==> src/rtl/sfss_pkg.sv <==
// shared types, constants and the quarter-wave sine rom for the square wave smoother
// no dependencies
`default_nettype none

package sfss_pkg;

  localparam int OVERSAMPLE    = 16;
  localparam int MAX_HARMONICS = 256;
  localparam int SINE_DEPTH    = 1024;

  localparam int TAPS   = 2 * OVERSAMPLE - 1;
  localparam int TAP_W  = $clog2(TAPS);
  localparam int WGT_W  = $clog2(OVERSAMPLE + 1);
  localparam int HARM_W = $clog2(MAX_HARMONICS);

  localparam int CNT_W  = 9;
  localparam int PH_W   = 32;
  localparam int GAIN_W = 10;
  localparam int BASE_W = 12;
  localparam int COL_W  = 12;
  localparam int LVL_W  = 16;
  localparam int SCR_W  = 16;

  localparam int IN_DATA_W  = 16;
  localparam int OUT_DATA_W = 32;
  localparam int CFG_IDX_W  = 3;
  localparam int CFG_DATA_W = 32;

  // sine lookup
  localparam int SINE_W    = 15;
  localparam int IDX_W     = $clog2(SINE_DEPTH) + 1;
  localparam int IDX_SHIFT = 30 - $clog2(SINE_DEPTH);

  localparam longint unsigned HALF_PI_Q30      = 64'd1686629713;
  localparam longint unsigned FOUR_OVER_PI_Q24 = 64'd21361415;

  // divide by odd harmonic: k/m = qk + rk/m, rk/m by reciprocal
  localparam int QK_W      = 25;
  localparam int RK_W      = $clog2(2 * MAX_HARMONICS);
  localparam int RCP_W     = 32;
  localparam int RCP_SHIFT = 32;
  localparam int X_W       = SINE_W + RK_W;
  localparam int QA_W      = SINE_W + QK_W;
  localparam int TERM_W    = QA_W + 1;
  localparam int WT_W      = TERM_W + WGT_W + 1;
  localparam int ACC_W     = 56;
  localparam int LVL_SHIFT = 24 + 2 * $clog2(OVERSAMPLE);

  // cycles from the last issued term until the output stage holds the result
  localparam int DRAIN_LEN = 8;
  localparam int DRAIN_W   = $clog2(DRAIN_LEN);

  localparam logic [CNT_W-1:0]  RST_HARMONIC_COUNT  = 9'd1;
  localparam logic [PH_W-1:0]   RST_PHASE_START     = 32'd858993459;
  localparam logic [PH_W-1:0]   RST_PHASE_INCREMENT = 32'd433411;
  localparam logic [GAIN_W-1:0] RST_AMPLITUDE_GAIN  = 10'd120;
  localparam logic [BASE_W-1:0] RST_BASELINE_OFFSET = 12'd300;

  typedef enum logic [CFG_IDX_W-1:0] {
    REG_HARMONIC_COUNT  = 3'd0,
    REG_PHASE_START     = 3'd1,
    REG_PHASE_INCREMENT = 3'd2,
    REG_AMPLITUDE_GAIN  = 3'd3,
    REG_BASELINE_OFFSET = 3'd4
  } cfg_reg_t;

  typedef struct packed {
    logic [CNT_W-1:0]  harmonic_count;
    logic [PH_W-1:0]   phase_start;
    logic [PH_W-1:0]   phase_increment;
    logic [GAIN_W-1:0] amplitude_gain;
    logic [BASE_W-1:0] baseline_offset;
  } cfg_t;

  // controller to datapath commands
  typedef struct packed {
    logic              capture;
    logic              load;
    logic              issue;
    logic              last_harm;
    logic [HARM_W-1:0] harm;
    logic [WGT_W-1:0]  weight;
    logic              publish;
  } dp_cmd_t;

  typedef logic [SINE_DEPTH:0][SINE_W-1:0] sine_rom_t;

  localparam longint unsigned TAYLOR_DEN [8] = '{
    64'd6, 64'd20, 64'd42, 64'd72, 64'd110, 64'd156, 64'd210, 64'd272
  };

  // taylor series through x^17, angle in q30, rounded to q14
  function automatic sine_rom_t build_sine_rom();
    sine_rom_t         rom;
    longint unsigned   x;
    longint unsigned   x2;
    longint unsigned   term;
    longint            sum;
    rom = '0;
    for (int t = 0; t <= SINE_DEPTH; t++) begin
      x    = (64'(t) * HALF_PI_Q30) / SINE_DEPTH;
      x2   = (x * x) >> 30;
      term = x;
      sum  = longint'(x);
      for (int n = 1; n <= 8; n++) begin
        term = ((term * x2) >> 30) / TAYLOR_DEN[n-1];
        if (n[0]) begin
          sum = sum - longint'(term);
        end else begin
          sum = sum + longint'(term);
        end
      end
      if (sum < 0) begin
        sum = 0;
      end
      rom[t] = SINE_W'((sum + 64'sd32768) >>> 16);
    end
    return rom;
  endfunction

  localparam sine_rom_t SINE_ROM = build_sine_rom();

endpackage

`default_nettype wire

==> src/rtl/sfss_ctrl.sv <==
// sequencer of the square wave smoother: walks taps and harmonics, drains, hands off
// depends on sfss_pkg
`default_nettype none

module sfss_ctrl (
  input  logic                          clk,
  input  logic                          rst_n,
  input  logic [sfss_pkg::CNT_W-1:0]    harmonic_count,
  input  logic                          in_tvalid,
  output logic                          in_tready,
  output logic                          out_tvalid,
  input  logic                          out_tready,
  output sfss_pkg::dp_cmd_t             cmd
);
  import sfss_pkg::*;

  typedef enum logic [4:0] {
    ST_IDLE  = 5'b00001,
    ST_LOAD  = 5'b00010,
    ST_RUN   = 5'b00100,
    ST_DRAIN = 5'b01000,
    ST_DONE  = 5'b10000
  } ctrl_state_t;

  ctrl_state_t        state_r, state_nxt;
  logic [TAP_W-1:0]   tap_r, tap_nxt;
  logic [HARM_W-1:0]  harm_r, harm_nxt;
  logic [DRAIN_W-1:0] drain_r, drain_nxt;
  logic               out_valid_r, out_valid_nxt;

  logic [CNT_W-1:0]   count_eff;
  logic               last_harm;
  logic               last_tap;
  logic [WGT_W-1:0]   weight;
  logic               out_free;

  assign count_eff = (harmonic_count > CNT_W'(MAX_HARMONICS)) ?
                     CNT_W'(MAX_HARMONICS) : harmonic_count;
  assign last_harm = (CNT_W'(harm_r) == count_eff - CNT_W'(1));
  assign last_tap  = (tap_r == TAP_W'(TAPS - 1));
  // triangular weight oversample - |k|, k = tap - (oversample - 1)
  assign weight    = (tap_r < TAP_W'(OVERSAMPLE - 1)) ?
                     WGT_W'(tap_r + TAP_W'(1)) : WGT_W'(TAP_W'(TAPS) - tap_r);
  assign out_free  = !out_valid_r || out_tready;

  always_comb begin
    state_nxt     = state_r;
    tap_nxt       = tap_r;
    harm_nxt      = harm_r;
    drain_nxt     = drain_r;
    cmd           = '0;
    cmd.harm      = harm_r;
    cmd.weight    = weight;
    cmd.last_harm = last_harm;
    case (state_r)
      ST_IDLE: begin
        if (in_tvalid) begin
          cmd.capture = 1'b1;
          state_nxt   = ST_LOAD;
        end
      end
      ST_LOAD: begin
        cmd.load  = 1'b1;
        tap_nxt   = '0;
        harm_nxt  = '0;
        drain_nxt = '0;
        state_nxt = (count_eff == '0) ? ST_DRAIN : ST_RUN;
      end
      ST_RUN: begin
        cmd.issue = 1'b1;
        if (last_harm) begin
          harm_nxt = '0;
          if (last_tap) begin
            state_nxt = ST_DRAIN;
          end else begin
            tap_nxt = tap_r + TAP_W'(1);
          end
        end else begin
          harm_nxt = harm_r + HARM_W'(1);
        end
      end
      ST_DRAIN: begin
        if (drain_r == DRAIN_W'(DRAIN_LEN - 1)) begin
          state_nxt = ST_DONE;
        end else begin
          drain_nxt = drain_r + DRAIN_W'(1);
        end
      end
      ST_DONE: begin
        if (out_free) begin
          cmd.publish = 1'b1;
          state_nxt   = ST_IDLE;
        end
      end
      default: begin
        state_nxt = ST_IDLE;
      end
    endcase
  end

  always_comb begin
    out_valid_nxt = out_valid_r;
    if (cmd.publish) begin
      out_valid_nxt = 1'b1;
    end else if (out_tready) begin
      out_valid_nxt = 1'b0;
    end
  end

  always_ff @(posedge clk) begin
    if (!rst_n) begin
      state_r     <= ST_IDLE;
      tap_r       <= '0;
      harm_r      <= '0;
      drain_r     <= '0;
      out_valid_r <= 1'b0;
    end else begin
      state_r     <= state_nxt;
      tap_r       <= tap_nxt;
      harm_r      <= harm_nxt;
      drain_r     <= drain_nxt;
      out_valid_r <= out_valid_nxt;
    end
  end

  assign in_tready  = (state_r == ST_IDLE);
  assign out_tvalid = out_valid_r;

endmodule

`default_nettype wire

==> config.mk <==
export PLATFORM = sky130hd
export DESIGN_NAME = sfss_ctrl
export DESIGN_NICKNAME = d
export VERILOG_FILES = /design/src/rtl/sfss_pkg.sv /design/src/rtl/sfss_ctrl.sv
export SDC_FILE = /design/constraint.sdc
export NUM_CORES = 1
export LEC_CHECK = 0
export ABC_AREA = 1
export BUFFER_PORTS_ARGS = -buffer_cell sky130_fd_sc_hd__buf_2
export CORE_UTILIZATION = 30
export DETAILED_ROUTE_END_ITERATION = 8
export HOLD_SLACK_MARGIN = 0.03
export PLACE_DENSITY_LB_ADDON = 0.25
export SETUP_SLACK_MARGIN = 0.2
export SYNTH_ARGS = -nofsm -noshare
export SYNTH_HDL_FRONTEND = slang
export SYNTH_SLANG_ARGS = --single-unit
==> constraint.sdc <==
create_clock -name clk -period 4.08 [get_ports clk]
set_clock_uncertainty 0.15 [all_clocks]
set_input_delay 0.408 -clock clk [delete_from_list [all_inputs] [get_ports clk]]
set_output_delay 0.408 -clock clk [all_outputs]
set_load 0.05 [all_outputs]
==> flow_summary.toml <==
[run_status]
status = "finished clean"

[global_route]
grt_pass1_vias = 1671
antenna_found_initial = 0
grt_pass1_wl_um = 7217
track_usage = 0.1441
gr-total-overflow = 0
grt_max_degree = 14

[sta]
rsz0062_at_grt = "false"
post-route-period-util = 0.7323
drv_slew = 0
max_freq_ghz = 0.3347
period_minus_slack_ps = 2988
worstMarginPinSlew_ps = 647.5
relSlewSlack = 0.5651
hold_viol_final = 0
fin_tns_setup_ps = 0
finalSetupViolations = 0

[placed_design]
io_buffers = 32
place_congestion = 0.8177
placed_cell_area_um2 = 2028
dpl.hpwl_um = 3308

[yosys]
yosys.area.top_type_share = 0.2446
synthTopCellsByCount = "nand2_1 (54), inv_1 (43), dfxtp_1 (22)"
ys_ff_latch = 22
synth_largest_area_cell = "dfxtp_1"
mappedNetlistArea_um2 = 1800
synth-edff-count = 0
synth_warnings = 0
synth.distinct_cells = 38
yosysMostFrequentCell = "nand2_1"
netlist_instances = 264
ys_top_cells_by_area = "dfxtp_1 (24%), nand2_1 (11%), inv_1 (9.0%)"
syn_nets = 283
syn_avg_cell_area_um2 = 6.820
yosysSeqAreaShare = 0.2446
synthFlopType = "dfxtp_1"
async_flop_share = 0

[setup_path]
endpoint = "cmd[14]"
path_common_cell = "nand2_1"
path_class = "in2out"
cp_top_family = "simple AND/OR/NAND/NOR gates"
crit_required_ps = 3520
cp_max_fo = 7
endpoint_kind = "output pin"
slowest_delay_ps = 290
worst_ep_arrival_time_ps = 2430
crit_chain = "buf_2 -> nor2_4 -> nand2_1 -> o21ai_2 -> nand2_1 -> ha_1 -> inv_1 -> nand2_1 -> nand3b_1 -> nand2_1 -> inv_1 -> nand4_4 -> inv_1 -> nand4_1 -> nor3_1 -> buf_2"
rr_endpoint = "harm_r[6]"
critPathSlowestCell = "buf_2"
cp-start-kind = "primary input"
cp.buffers_inverters = 5
reg2reg_depth = 7
startpoint = "harmonic_count[0]"
worstSetupPathDepth = 16
reg2reg_slack_ps = 1890
rr_startpoint = "state_r[4]"

[clocking]
cts_resized = 0
clk_latency_ps = 270
tritoncts = "done"
hold_buffers = 0
clkSinkCount = 22
cts_buffers = 3
cts_max_level = 1
clock_path_buffers = 2
clk_pin_slew_ps = 90
clockRootBuffer = "clkbuf_8"
post-cts-setup-buffer-count = 0

[final_layout]
area_growth_pct = 16.61
finish.instance_area_um2 = 2100
drive_gt1_frac = 0.2703
nNetsFinal = 316
diodes = 0

[floorplan]
die_x_um = 79.47
start_util = 0.3191
die_height_um = 79.47
ios = 33
rows = 27
coreArea_um2 = 5642
design.die.area_um2 = 6315

[route]
first_iter_violations = 37
drt_first_pass_iters = 4
ant_nets = 0
drc = 0
wirelength_um = 4108
wl_per_cell_um = 11.16
vias_per_cell = 4.639
vias = 1707

[worst_hold_path]
min_path_type = "in2reg"

[pwr]
p_leak_nw = 0.9821
peakVddDrop_uv = 196.1
power.density_nw_per_um2 = 294.4

[job]
maxCapViolCount = 0
==> worst min-delay path: stages <==
cell,delay (ps)
buf_2,100
inv_1,90
nor3_1,60
==> sequential cells by signal, summed over array words and instances, names as in the netlist <==
name and cells:
out_tvalid 1, tap_r 5, harm_r 8, state_r 5, drain_r 3
==> logic make-up after synthesis <==
logic type      after synthesis  synth area share
compound gates               36            0.1230
xor+xnor                     10           0.05698
fa+ha+maj                     6           0.04169
buf+inv                      53            0.1147
flops                        22            0.2446
simple gates                137            0.4190
==> area by class of cell <==
class / count / area (um2)
sequential: 22 / 440.4
clock inverter: 1 / 30.03
tap: 72 / 90.09
multi-input combinational: 189 / 1154
clock buffer: 3 / 41.29
fill: 631 / 3542
timing repair buffer: 32 / 160.2
inverter: 49 / 183.9
==> power by group <==
part / total [mW] / leakage (nW) / switching (mW) / internal [mW]
Clock: 0.208 / 0.0357 / 0.0767 / 0.131
Combinational: 0.179 / 0.769 / 0.129 / 0.0501
Sequential: 0.231 / 0.178 / 0.00762 / 0.223
Total: 0.618 / 0.982 / 0.213 / 0.405
==> metal layers <==
metal | track usage | part of all wire
met2 | 0.2684 | 0.47
met3 | 0.01257 | 0.039
met1 | 0.1722 | 0.48
met4 | 0.04364 | 0.011
met5 | 0 | 0
==> how the worst min path moves through the flow <==
stage / start / endpoint / cells past startpoint
after global placement: drain_r[0] / drain_r[0] / 1
final: in_tvalid / state_r[1] / 3
after detailed placement: drain_r[0] / drain_r[0] / 1
after floorplan: drain_r[0] / drain_r[0] / 1
after CTS: in_tvalid / state_r[1] / 3
after global routing: rst_n / out_tvalid / 2
==> placed cells by master, fill, tap and decap left out, types with 2 or more instances in the layout <==
| master | instances |
|---|---|
| nor2_1 | 20 |
| o21ai_1 | 3 |
| buf_2 | 32 |
| nand3_4 | 2 |
| nor3_1 | 4 |
| clkbuf_8 | 3 |
| ha_1 | 6 |
| dfxtp_1 | 22 |
| a21oi_1 | 14 |
| xor2_1 | 6 |
| nand2_2 | 9 |
| o21ai_0 | 7 |
| nand2_1 | 54 |
| a21oi_2 | 4 |
| nand3_2 | 4 |
| inv_2 | 6 |
| nand3_1 | 21 |
| nand2_4 | 2 |
| xnor2_1 | 2 |
| o21ai_2 | 3 |
| nor2_2 | 3 |
| nand3b_1 | 2 |
| inv_1 | 43 |
| nor2_4 | 2 |
| xor2_2 | 2 |
| nand4_1 | 7 |
==> metrics by stage <==
step                      setup WS (ps)  hold slack [ps]  utilization  cells  power [mW]
after floorplan                    1447            282.8            -    264      0.3766
after global placement             1099            302.2       0.3595    364      0.4155
after detailed placement           1072            302.8       0.3595    364      0.4167
after CTS                          1067            276.2       0.3721    368      0.6268
after global routing              853.8            314.2       0.3721    368      0.6570
final                              1092            283.5       0.3721    368      0.6181
No activity file was read; power rests on OpenSTA's default activity.
