==> config.mk <==
export PLATFORM = sky130hd
export DESIGN_NAME = sfss_cfg_regs
export DESIGN_NICKNAME = d
export VERILOG_FILES = /design/src/rtl/sfss_pkg.sv /design/src/rtl/sfss_cfg_regs.sv
export SDC_FILE = /design/constraint.sdc
export NUM_CORES = 1
export LEC_CHECK = 0
export BUFFER_PORTS_ARGS = -buffer_cell sky130_fd_sc_hd__buf_2
export CORE_MARGIN = 5
export CORE_UTILIZATION = 40
export CTS_CLUSTER_SIZE = 24
export DETAILED_ROUTE_END_ITERATION = 7
export PLACE_DENSITY_LB_ADDON = 0.2
export SLEW_MARGIN = 40
export SYNTH_ARGS = -nofsm -noshare
export SYNTH_HDL_FRONTEND = slang
export SYNTH_SLANG_ARGS = --single-unit
export TNS_END_PERCENT = 20
==> constraint.sdc <==
create_clock -name clk -period 1.6 [get_ports clk]
set_clock_uncertainty 0.15 [all_clocks]
set_input_delay 0.32 -clock clk [delete_from_list [all_inputs] [get_ports clk]]
set_output_delay 0.32 -clock clk [all_outputs]
set_load 0.01 [all_outputs]
==> src/rtl/sfss_pkg.sv <==
// shared types, constants and the quarter-wave sine rom for the square wave smoother
// no dependencies
`default_nettype none

package sfss_pkg;

  localparam int OVERSAMPLE    = 16;
  localparam int MAX_HARMONICS = 256;
  localparam int SINE_DEPTH    = 1024;

  localparam int TAPS   = 2 * OVERSAMPLE - 1;
  localparam int TAP_W  = $clog2(TAPS);
  localparam int WGT_W  = $clog2(OVERSAMPLE + 1);
  localparam int HARM_W = $clog2(MAX_HARMONICS);

  localparam int CNT_W  = 9;
  localparam int PH_W   = 32;
  localparam int GAIN_W = 10;
  localparam int BASE_W = 12;
  localparam int COL_W  = 12;
  localparam int LVL_W  = 16;
  localparam int SCR_W  = 16;

  localparam int IN_DATA_W  = 16;
  localparam int OUT_DATA_W = 32;
  localparam int CFG_IDX_W  = 3;
  localparam int CFG_DATA_W = 32;

  // sine lookup
  localparam int SINE_W    = 15;
  localparam int IDX_W     = $clog2(SINE_DEPTH) + 1;
  localparam int IDX_SHIFT = 30 - $clog2(SINE_DEPTH);

  localparam longint unsigned HALF_PI_Q30      = 64'd1686629713;
  localparam longint unsigned FOUR_OVER_PI_Q24 = 64'd21361415;

  // divide by odd harmonic: k/m = qk + rk/m, rk/m by reciprocal
  localparam int QK_W      = 25;
  localparam int RK_W      = $clog2(2 * MAX_HARMONICS);
  localparam int RCP_W     = 32;
  localparam int RCP_SHIFT = 32;
  localparam int X_W       = SINE_W + RK_W;
  localparam int QA_W      = SINE_W + QK_W;
  localparam int TERM_W    = QA_W + 1;
  localparam int WT_W      = TERM_W + WGT_W + 1;
  localparam int ACC_W     = 56;
  localparam int LVL_SHIFT = 24 + 2 * $clog2(OVERSAMPLE);

  // cycles from the last issued term until the output stage holds the result
  localparam int DRAIN_LEN = 8;
  localparam int DRAIN_W   = $clog2(DRAIN_LEN);

  localparam logic [CNT_W-1:0]  RST_HARMONIC_COUNT  = 9'd1;
  localparam logic [PH_W-1:0]   RST_PHASE_START     = 32'd858993459;
  localparam logic [PH_W-1:0]   RST_PHASE_INCREMENT = 32'd433411;
  localparam logic [GAIN_W-1:0] RST_AMPLITUDE_GAIN  = 10'd120;
  localparam logic [BASE_W-1:0] RST_BASELINE_OFFSET = 12'd300;

  typedef enum logic [CFG_IDX_W-1:0] {
    REG_HARMONIC_COUNT  = 3'd0,
    REG_PHASE_START     = 3'd1,
    REG_PHASE_INCREMENT = 3'd2,
    REG_AMPLITUDE_GAIN  = 3'd3,
    REG_BASELINE_OFFSET = 3'd4
  } cfg_reg_t;

  typedef struct packed {
    logic [CNT_W-1:0]  harmonic_count;
    logic [PH_W-1:0]   phase_start;
    logic [PH_W-1:0]   phase_increment;
    logic [GAIN_W-1:0] amplitude_gain;
    logic [BASE_W-1:0] baseline_offset;
  } cfg_t;

  // controller to datapath commands
  typedef struct packed {
    logic              capture;
    logic              load;
    logic              issue;
    logic              last_harm;
    logic [HARM_W-1:0] harm;
    logic [WGT_W-1:0]  weight;
    logic              publish;
  } dp_cmd_t;

  typedef logic [SINE_DEPTH:0][SINE_W-1:0] sine_rom_t;

  localparam longint unsigned TAYLOR_DEN [8] = '{
    64'd6, 64'd20, 64'd42, 64'd72, 64'd110, 64'd156, 64'd210, 64'd272
  };

  // taylor series through x^17, angle in q30, rounded to q14
  function automatic sine_rom_t build_sine_rom();
    sine_rom_t         rom;
    longint unsigned   x;
    longint unsigned   x2;
    longint unsigned   term;
    longint            sum;
    rom = '0;
    for (int t = 0; t <= SINE_DEPTH; t++) begin
      x    = (64'(t) * HALF_PI_Q30) / SINE_DEPTH;
      x2   = (x * x) >> 30;
      term = x;
      sum  = longint'(x);
      for (int n = 1; n <= 8; n++) begin
        term = ((term * x2) >> 30) / TAYLOR_DEN[n-1];
        if (n[0]) begin
          sum = sum - longint'(term);
        end else begin
          sum = sum + longint'(term);
        end
      end
      if (sum < 0) begin
        sum = 0;
      end
      rom[t] = SINE_W'((sum + 64'sd32768) >>> 16);
    end
    return rom;
  endfunction

  localparam sine_rom_t SINE_ROM = build_sine_rom();

endpackage

`default_nettype wire

==> src/rtl/sfss_cfg_regs.sv <==
// configuration register file of the square wave smoother
// depends on sfss_pkg
`default_nettype none

module sfss_cfg_regs (
  input  logic                             clk,
  input  logic                             rst_n,
  input  logic                             cfg_we,
  input  logic [sfss_pkg::CFG_IDX_W-1:0]   cfg_index,
  input  logic [sfss_pkg::CFG_DATA_W-1:0]  cfg_wdata,
  output sfss_pkg::cfg_t                   cfg
);
  import sfss_pkg::*;

  cfg_t cfg_r;
  cfg_t cfg_nxt;

  always_comb begin
    cfg_nxt = cfg_r;
    if (cfg_we) begin
      case (cfg_reg_t'(cfg_index))
        REG_HARMONIC_COUNT:  cfg_nxt.harmonic_count  = cfg_wdata[CNT_W-1:0];
        REG_PHASE_START:     cfg_nxt.phase_start     = cfg_wdata[PH_W-1:0];
        REG_PHASE_INCREMENT: cfg_nxt.phase_increment = cfg_wdata[PH_W-1:0];
        REG_AMPLITUDE_GAIN:  cfg_nxt.amplitude_gain  = cfg_wdata[GAIN_W-1:0];
        REG_BASELINE_OFFSET: cfg_nxt.baseline_offset = cfg_wdata[BASE_W-1:0];
        default:             cfg_nxt = cfg_r;
      endcase
    end
  end

  always_ff @(posedge clk) begin
    if (!rst_n) begin
      cfg_r.harmonic_count  <= RST_HARMONIC_COUNT;
      cfg_r.phase_start     <= RST_PHASE_START;
      cfg_r.phase_increment <= RST_PHASE_INCREMENT;
      cfg_r.amplitude_gain  <= RST_AMPLITUDE_GAIN;
      cfg_r.baseline_offset <= RST_BASELINE_OFFSET;
    end else begin
      cfg_r <= cfg_nxt;
    end
  end

  assign cfg = cfg_r;

endmodule

`default_nettype wire

==> results of run 1 <==
## where the power goes
part	switching, mW	internal (mW)
logic	0.210	0.185
clock network	0.837	0.886
registers	0.0264	2.42
## cell usage after synthesis, drive strengths merged
cell type   n
buf        14
nor2b      57
dfxtp      95
nand4bb     2
and4b       1
and4bb      2
or4b        1
clkbuf     13
mux2i      95
nand4b      1
nand2      91
## logic make-up after synthesis
kind of cell | share of synthesized area [%]
buf+inv | 3.46
flops | 50.6
mux | 25.3
simple gates | 20.6
## worst paths after layout
check / start / depth (start not counted) / end
min reg2reg: cfg[38] / 2 / cfg[38]
min: cfg_wdata[24] / 3 / cfg[46]
max reg2reg: cfg[33] / 2 / cfg[33]
max: cfg[26] / 1 / cfg[26]
## final cells by class
cell class | instances | area share [%]
Clock inverter | 7 | 1.99
Tap cell | 111 | 2.88
Sequential cell | 95 | 39.4
Clock buffer | 9 | 2.56
Multi-Input combinational cell | 250 | 35.7
Timing Repair Buffer | 146 | 17.5
## stage by stage
stage / utilization (%) / area (sq um) / setup slack (ns) / hold WS, ns
after floorplan: - / 3760 / 0.203 / 0.312
after global placement: 50.1 / 4610 / 0.0571 / 0.289
after detailed placement: 50.1 / 4610 / 0.0473 / 0.293
after CTS: 52.5 / 4830 / 0.246 / 0.0388
after global routing: 52.5 / 4830 / 0.210 / 0.0455
final: 52.5 / 4830 / 0.278 / 0.0707
## metal layers
metal	track usage [%]	share of wire (%)	routed length, um
met1	19.9	45	4000
met3	7.16	10	895
met5	0	0	0
met4	3.56	0.29	26
met2	24.8	44	3950
==> flow_metrics.env, run 1 <==
export IMPL_die_y_um=107
export IMPL_maxSlewViolCount=0
export IMPL_clk_path_buf_depth=2
export IMPL_finalWeightedCongestion=0.762
export IMPL_synth_cell_area_sq_mm=0.00376
export IMPL_n_antenna_cell=0
export IMPL_worst_slew_margin_rel_pct=77.5
export IMPL_netlist_instances=372
export IMPL_worst_pin_slew_ns=0.338
export IMPL_critPathMaxFanout=2
export IMPL_finalHoldViolCount=0
export IMPL_die_area_sq_mm=0.0114
export IMPL_setup_viol=0
export IMPL_crit_family="flip-flops"
export IMPL_wl_mm=8.87
export IMPL_final_cell_mix="131 x buf_2, 95 x mux2i_1, 95 x dfxtp_1"
export IMPL_grtUsageTotal_pct=15.8
export IMPL_cts_buffers=9
export IMPL_yosysTopAreaCell="dfxtp_1"
export IMPL_final_nets=540
export IMPL_cts_max_level=3
export IMPL_rrSetupSlack_ns=0.82
export IMPL_required_ns=1.13
export IMPL_first_global_vias=2889
export IMPL_die_x_um=107
export IMPL_cp_start_kind="register"
export IMPL_dp_hpwl_mm=6.55
export IMPL_crit_type="register to primary output"
export IMPL_tns_ns=0
export IMPL_synth_avg_cell_area_sq_um=10.1
export IMPL_largest_register_ffs=95
export IMPL_drt_first_pass_iters=4
export IMPL_rsz0062_at_grt="no"
export IMPL_ant_nets=0
export IMPL_endpoint_kind="primary output"
export IMPL_synth_seq_cells=95
export IMPL_ir_drop_mv=0.458
export IMPL_synth_top_area_share_pct=50.6
export IMPL_drt_iter0_drc=62
export IMPL_area_growth_pct=28.5
export IMPL_layout_commonest_cell="buf_2"
export IMPL_drive_above_1_share_pct=32.3
export IMPL_p_total_mw=4.56
export IMPL_routed_via_count=2879
export IMPL_wl_per_cell_um=14.4
export IMPL_cts_tree="built"
export IMPL_syn_nets=410
export IMPL_grt_pass1_wl_mm=14.2
export IMPL_synth_top_cells_by_area="dfxtp_1 51%, mux2i_1 25%, nor2b_1 9.5%, nand2_1 9.1%, clkbuf_1 1.3%"
export IMPL_clk_pin_slew_ns=0.10
export IMPL_pwr_density_cell_mw_per_mm2=944
export IMPL_synth_cell_types=13
export IMPL_core_area_sq_mm=0.00920
export IMPL_clkLatencyLatePin_ns=0.34
export IMPL_row_count=35
export IMPL_crit_chain="buf_2"
export IMPL_drcViolationCount=0
export IMPL_post_cts_resized=0
export IMPL_routed_via_density=4.66
export IMPL_p_leak_nw=2.27
export IMPL_antenna_found_initial=0
export IMPL_multi_input_area_sq_mm=0.00173
export IMPL_drv_cap=0
export IMPL_grt_max_degree=53
export IMPL_grt_overflow=0
export IMPL_ys_seq_area_share_pct=50.6
export IMPL_cts_setup_buffers=0
export IMPL_finalCritPeriodShare_pct=82.6
export IMPL_io_buffers=132
export IMPL_status="finished, final reports clean"
export IMPL_cp_arrival_ns=0.85
export IMPL_slowest_delay_ns=0.36
export IMPL_fmaxAchievable_mhz=756
export IMPL_root_buffer="clkbuf_8"
export IMPL_n_fill_cell=872
export IMPL_postCtsHoldBufs=0
export IMPL_hp_class="primary input to register"
export IMPL_place_inst=602
export IMPL_start_util_pct=40.9
export IMPL_ys_warn_count=0
export IMPL_regArea_sq_mm=0.00190
export IMPL_clock_sinks=95
export IMPL_fin_crit_ns=1.32
export IMPL_layout_cells_non_filler=618
export IMPL_io_pins=133
export IMPL_critPathBufInv=1
export IMPL_critical_path_slowest_cell="dfxtp_1"
Note: power is estimated with default switching activity, not from simulation.
==> inputs of run 2 (changes only) <==
- ABC_AREA: not set -> 1
- clock period: 1.6 -> 1.2 ns (I/O delays scaled with it)
==> flow_metrics.env, run 2 <==
export IMPL_place_area_sq_mm=0.00462
export IMPL_clk_pin_slew_ns=0.08
export IMPL_clk_path_buf_depth=2
export IMPL_layout_cells_non_filler=802
export IMPL_drv_cap=0
export IMPL_row_count=35
export IMPL_final_area_sq_mm=0.00571
export IMPL_drive_above_1_share_pct=41.2
export IMPL_synth_top_cells_by_area="dfxtp_1 50%, nand2_1 14%, nand3_1 12%, nor2_1 12%, inv_1 3.2%"
export IMPL_die_area_sq_mm=0.0115
export IMPL_cts_tree="built"
export IMPL_clock_sinks=95
export IMPL_finalCritPeriodShare_pct=100
export IMPL_rsz0062_at_grt="yes"
export IMPL_critPathMaxFanout=2
export IMPL_ant_nets=0
export IMPL_hold_path_end="cfg[3]"
export IMPL_antenna_found_initial=0
export IMPL_dp_hpwl_mm=8.00
export IMPL_required_ns=0.81
export IMPL_p_int_mw=4.48
export IMPL_p_seq_share_pct=55.5
export IMPL_final_cell_mix="138 x nand2_1, 123 x nor2_1, 95 x dfxtp_2, 95 x buf_6, 93 x nand3_1"
export IMPL_n_antenna_cell=0
export IMPL_grt_max_degree=41
export IMPL_drcViolationCount=0
export IMPL_synth_cell_area_sq_mm=0.00377
export IMPL_hold_start="cfg_wdata[3]"
export IMPL_setup_viol=2
export IMPL_tns_ns=-0.00213
export IMPL_synth_cell_types=16
export IMPL_r2r_cells=3
export IMPL_core_area_sq_mm=0.00920
export IMPL_yosysTopAreaCell="dfxtp_1"
export IMPL_io_pins=133
export IMPL_p_total_mw=6.06
export IMPL_endpoint_kind="primary output"
export IMPL_worst_pin_slew_ns=0.321
export IMPL_crit_chain="buf_6"
export IMPL_cp_start_kind="register"
export IMPL_wl_per_cell_um=14.1
export IMPL_rrSetupSlack_ns=0.35
export IMPL_place_inst=765
export IMPL_synth_ff_type="dfxtp_1"
export IMPL_synth_edf_count=0
export IMPL_critPathBufInv=1
export IMPL_worst_slack_ns=-0.00125
export IMPL_routed_via_density=4.80
export IMPL_synth_common_cells="138 x nand2_1, 123 x nor2_1, 95 x dfxtp_1, 93 x nand3_1, 32 x inv_1"
export IMPL_grtUsageTotal_pct=20.0
export IMPL_worst_slew_margin_rel_pct=78.5
export IMPL_p_leak_nw=2.73
export IMPL_clkLatencyLatePin_ns=0.35
export IMPL_crit_type="register to primary output"
export IMPL_largest_register_ffs=95
export IMPL_synth_avg_cell_area_sq_um=7.16
export IMPL_synth_async_sr_flop_share_pct=0
export IMPL_finalHoldViolCount=0
export IMPL_reg2reg_to="cfg[78]"
export IMPL_netlist_instances=526
export IMPL_cts_buffers=9
export IMPL_ys_seq_area_share_pct=50.5
export IMPL_fmaxAchievable_mhz=832
export IMPL_maxSlewViolCount=0
export IMPL_grt_pass1_wl_mm=18.4
export IMPL_critical_path_slowest_cell="dfxtp_2"
export IMPL_drt_first_pass_iters=5
export IMPL_final_nets=726
export IMPL_syn_nets=564
export IMPL_die_y_um=107
export IMPL_dp_worst_setup_slack_ns=-0.152
export IMPL_violations="setup timing"
export IMPL_min_path_cells=3
export IMPL_io_buffers=132
export IMPL_hp_class="primary input to register"
export IMPL_cp_arrival_ns=0.81
export IMPL_p_sw_share_pct=26.1
export IMPL_first_global_vias=3776
export IMPL_p_sw_mw=1.58
export IMPL_die_x_um=107
export IMPL_finalWeightedCongestion=0.847
export IMPL_timing_rr_start="cfg[78]"
export IMPL_drt_iter0_drc=163
export IMPL_pwr_density_cell_mw_per_mm2=1060
export IMPL_fin_crit_ns=1.20
export IMPL_cts_max_level=3
export IMPL_slowest_delay_ns=0.36
export IMPL_synth_seq_cells=95
export IMPL_holdWs_ns=0.0258
export IMPL_clockPowerShare_pct=28.7
export IMPL_start_util_pct=41.0
export IMPL_synth_top_area_share_pct=50.5
export IMPL_area_growth_pct=51.4
export IMPL_status="finished with violations"
export IMPL_ir_drop_mv=0.711
export IMPL_crit_family="flip-flops"
export IMPL_wl_mm=11.3
export IMPL_layout_commonest_cell="nand2_1"
export IMPL_synth_most_common_cell="nand2_1"
export IMPL_ys_warn_count=0
export IMPL_comb_power_share_pct=15.7
export IMPL_final_util_pct=62.0
export IMPL_root_buffer="clkbuf_8"
export IMPL_routed_via_count=3848
export IMPL_grt_overflow=0
run 2: changes by cell type after synthesis, moves of 6 or more:
cell      change
nand2_1      +47
mux2i_1      -95
nor2_2        +7
nor2b_1      -57
nor2_1      +123
inv_1        +32
buf_6         +6
clkbuf_1     -11
nand3_1      +93
run 2: layout make-up:
type | instances | area, sq um
clock inverters | 2 | 10.0
well taps | 111 | 139
multi-input cells | 366 | 1540
flip-flops and latches | 95 | 2020
clock buffers | 12 | 135
inverters | 36 | 135
repair buffers | 180 | 1730
fillers | 815 | 3490
run 2: how the worst max path moves through the flow:
stage          slack (ns)      end         start  cells after the start
2_1_floorplan        0.01  cfg[63]         rst_n                      4
3_3_place_gp        -0.13  cfg[44]  cfg_index[1]                      7
3_5_place_dp        -0.15  cfg[62]        cfg_we                      6
4_1_cts             -0.02  cfg[87]       cfg[87]                      1
5_1_grt             -0.05  cfg[11]       cfg[11]                      1
6_report           -0.001  cfg[87]       cfg[87]                      1
run 2: power groups by stage:
stage	sequential (mW)	clock (mW)	combinational (mW)
finish	3.37	1.74	0.954
global route	3.38	1.95	1.05
CTS	3.37	1.80	0.939
detailed placement	3.39	0	0.773
global placement	3.39	0	0.761
floorplan	3.44	0	0.389
run 2: kinds of logic (layout without fill, tap and decap cells):
kind of cell | count (synthesis) | after routing | synth area share, %
simple gates | 366 | 366 | 40.7
flops | 95 | 95 | 50.5
buf+inv | 65 | 230 | 8.83
run 2: routing by layer:
layer  share of wire (%)  vias to the layer above  GRT usage [%]
met3                 6.2                       18           4.64
met1                  43                     1765           25.4
met5                   0                        -              0
li1                    -                     1947              -
met4                 1.9                        0           7.95
met2                  49                      118           32.8
run 2: what timing repair did:
item | CTS | global route
resized for setup | 185 | 10
hold buffers | 20 | 0
pin swaps | 0 | 0
endpoints found under the hold margin | 23 | 0
buffers inserted | 0 | 3
setup endpoints to repair | 95 | 105
==> inputs of run 3 (changes only) <==
- PLACE_DENSITY: not set -> 0.69
- PLACE_DENSITY_LB_ADDON: 0.2 -> not set
==> flow_metrics.env, run 3 (same netlist as run 2, synthesis figures left out) <==
export IMPL_p_leak_nw=2.77
export IMPL_start_util_pct=41.0
export IMPL_setup_viol=7
export IMPL_drv_cap=0
export IMPL_first_global_vias=3710
export IMPL_wl_mm=11.4
export IMPL_required_ns=0.81
export IMPL_io_pins=133
export IMPL_area_growth_pct=54.5
export IMPL_r2r_cells=2
export IMPL_dp_hpwl_mm=7.97
export IMPL_root_buffer="clkbuf_8"
export IMPL_wl_per_cell_um=14.3
export IMPL_cts_tree="built"
export IMPL_cts_setup_buffers=0
export IMPL_row_count=35
export IMPL_clk_path_buf_depth=2
export IMPL_min_path_cells=3
export IMPL_critical_path_slowest_cell="dfxtp_2"
export IMPL_core_area_sq_mm=0.00920
export IMPL_drcViolationCount=0
export IMPL_violations="setup timing"
export IMPL_ir_drop_mv=0.537
export IMPL_grt_max_degree=41
export IMPL_tns_ns=-0.0309
export IMPL_hp_class="primary input to register"
export IMPL_slowest_delay_ns=0.36
export IMPL_largest_register_ffs=95
export IMPL_worst_slack_ns=-0.0127
export IMPL_final_nets=720
export IMPL_critPathBufInv=1
export IMPL_place_inst=762
export IMPL_dp_worst_setup_slack_ns=-0.213
export IMPL_drive_above_1_share_pct=41.3
export IMPL_crit_family="flip-flops"
export IMPL_holdWs_ns=0.0127
export IMPL_pwr_density_cell_mw_per_mm2=1190
export IMPL_die_area_sq_mm=0.0115
export IMPL_cp_arrival_ns=0.82
export IMPL_status="finished with violations"
export IMPL_io_buffers=132
export IMPL_clk_pin_slew_ns=0.10
export IMPL_crit_chain="buf_6"
export IMPL_worst_pin_slew_ns=0.313
export IMPL_maxSlewViolCount=0
export IMPL_worst_slew_margin_rel_pct=79.1
export IMPL_crit_type="register to primary output"
export IMPL_layout_cells_non_filler=798
export IMPL_grt_pass1_wl_mm=18.4
export IMPL_final_util_pct=63.3
export IMPL_grt_overflow=0
export IMPL_antenna_found_initial=0
export IMPL_die_x_um=107
export IMPL_endpoint_kind="primary output"
export IMPL_finalHoldViolCount=0
export IMPL_cp_start_kind="register"
export IMPL_p_total_mw=6.92
export IMPL_n_fill_cell=758
export IMPL_ant_nets=0
export IMPL_final_cell_mix="138 x nand2_1, 123 x nor2_1, 95 x dfxtp_2, 95 x buf_6, 93 x nand3_1"
export IMPL_routed_via_density=4.84
export IMPL_critPathMaxFanout=2
export IMPL_finalWeightedCongestion=0.837
export IMPL_finalCritPeriodShare_pct=101
export IMPL_die_y_um=107
export IMPL_clkLatencyLatePin_ns=0.35
export IMPL_routed_via_count=3863
export IMPL_rsz0062_at_grt="yes"
export IMPL_drt_iter0_drc=194
export IMPL_clock_sinks=95
export IMPL_fin_crit_ns=1.21
export IMPL_place_area_sq_mm=0.00465
export IMPL_fmaxAchievable_mhz=825
export IMPL_cts_max_level=3
export IMPL_grtUsageTotal_pct=20.2
export IMPL_cts_buffers=9
export IMPL_n_antenna_cell=0
export IMPL_drt_first_pass_iters=4
export IMPL_layout_commonest_cell="nand2_1"
export IMPL_final_area_sq_mm=0.00582
export IMPL_rrSetupSlack_ns=0.43
export IMPL_cp_num_cells=1
## run 3: final cells by class
type / count / area (sq um) / area share (%)
Clock buffer: 11 / 151 / 2.60
Clock inverter: 5 / 104 / 1.78
Inverter: 36 / 135 / 2.32
Multi-Input combinational cell: 366 / 1540 / 26.4
Sequential cell: 95 / 2020 / 34.7
Tap cell: 111 / 139 / 2.39
Timing Repair Buffer: 174 / 1730 / 29.8
## run 3: what timing repair did
action / in CTS / in global routing
hold buffers: 20 / 0
cloned: 0 / 0
resized for setup: 187 / 7
pin swaps: 0 / 0
endpoints found under the setup margin: 95 / 106
hold endpoints to repair: 24 / 0
## run 3: path summary, 6_finish.rpt
kind | end | start
worst min-delay path | cfg[86] | cfg_wdata[0]
worst max register to register | cfg[67] | cfg[67]
worst max-delay path | cfg[67] | cfg[67]
worst min register to register | cfg[58] | cfg[58]
## run 3: report_power, final
part           total, mW  switching (mW)  internal [mW]
Combinational      0.966           0.491          0.475
Sequential          3.37          0.0834           3.28
Clock               2.59            1.09           1.50
## run 3: layer usage
layer	GRT usage [%]	share of wire, %
met5	0	0
met4	7.03	2.4
met3	4.76	6.2
met2	34.9	50
met1	24.5	42
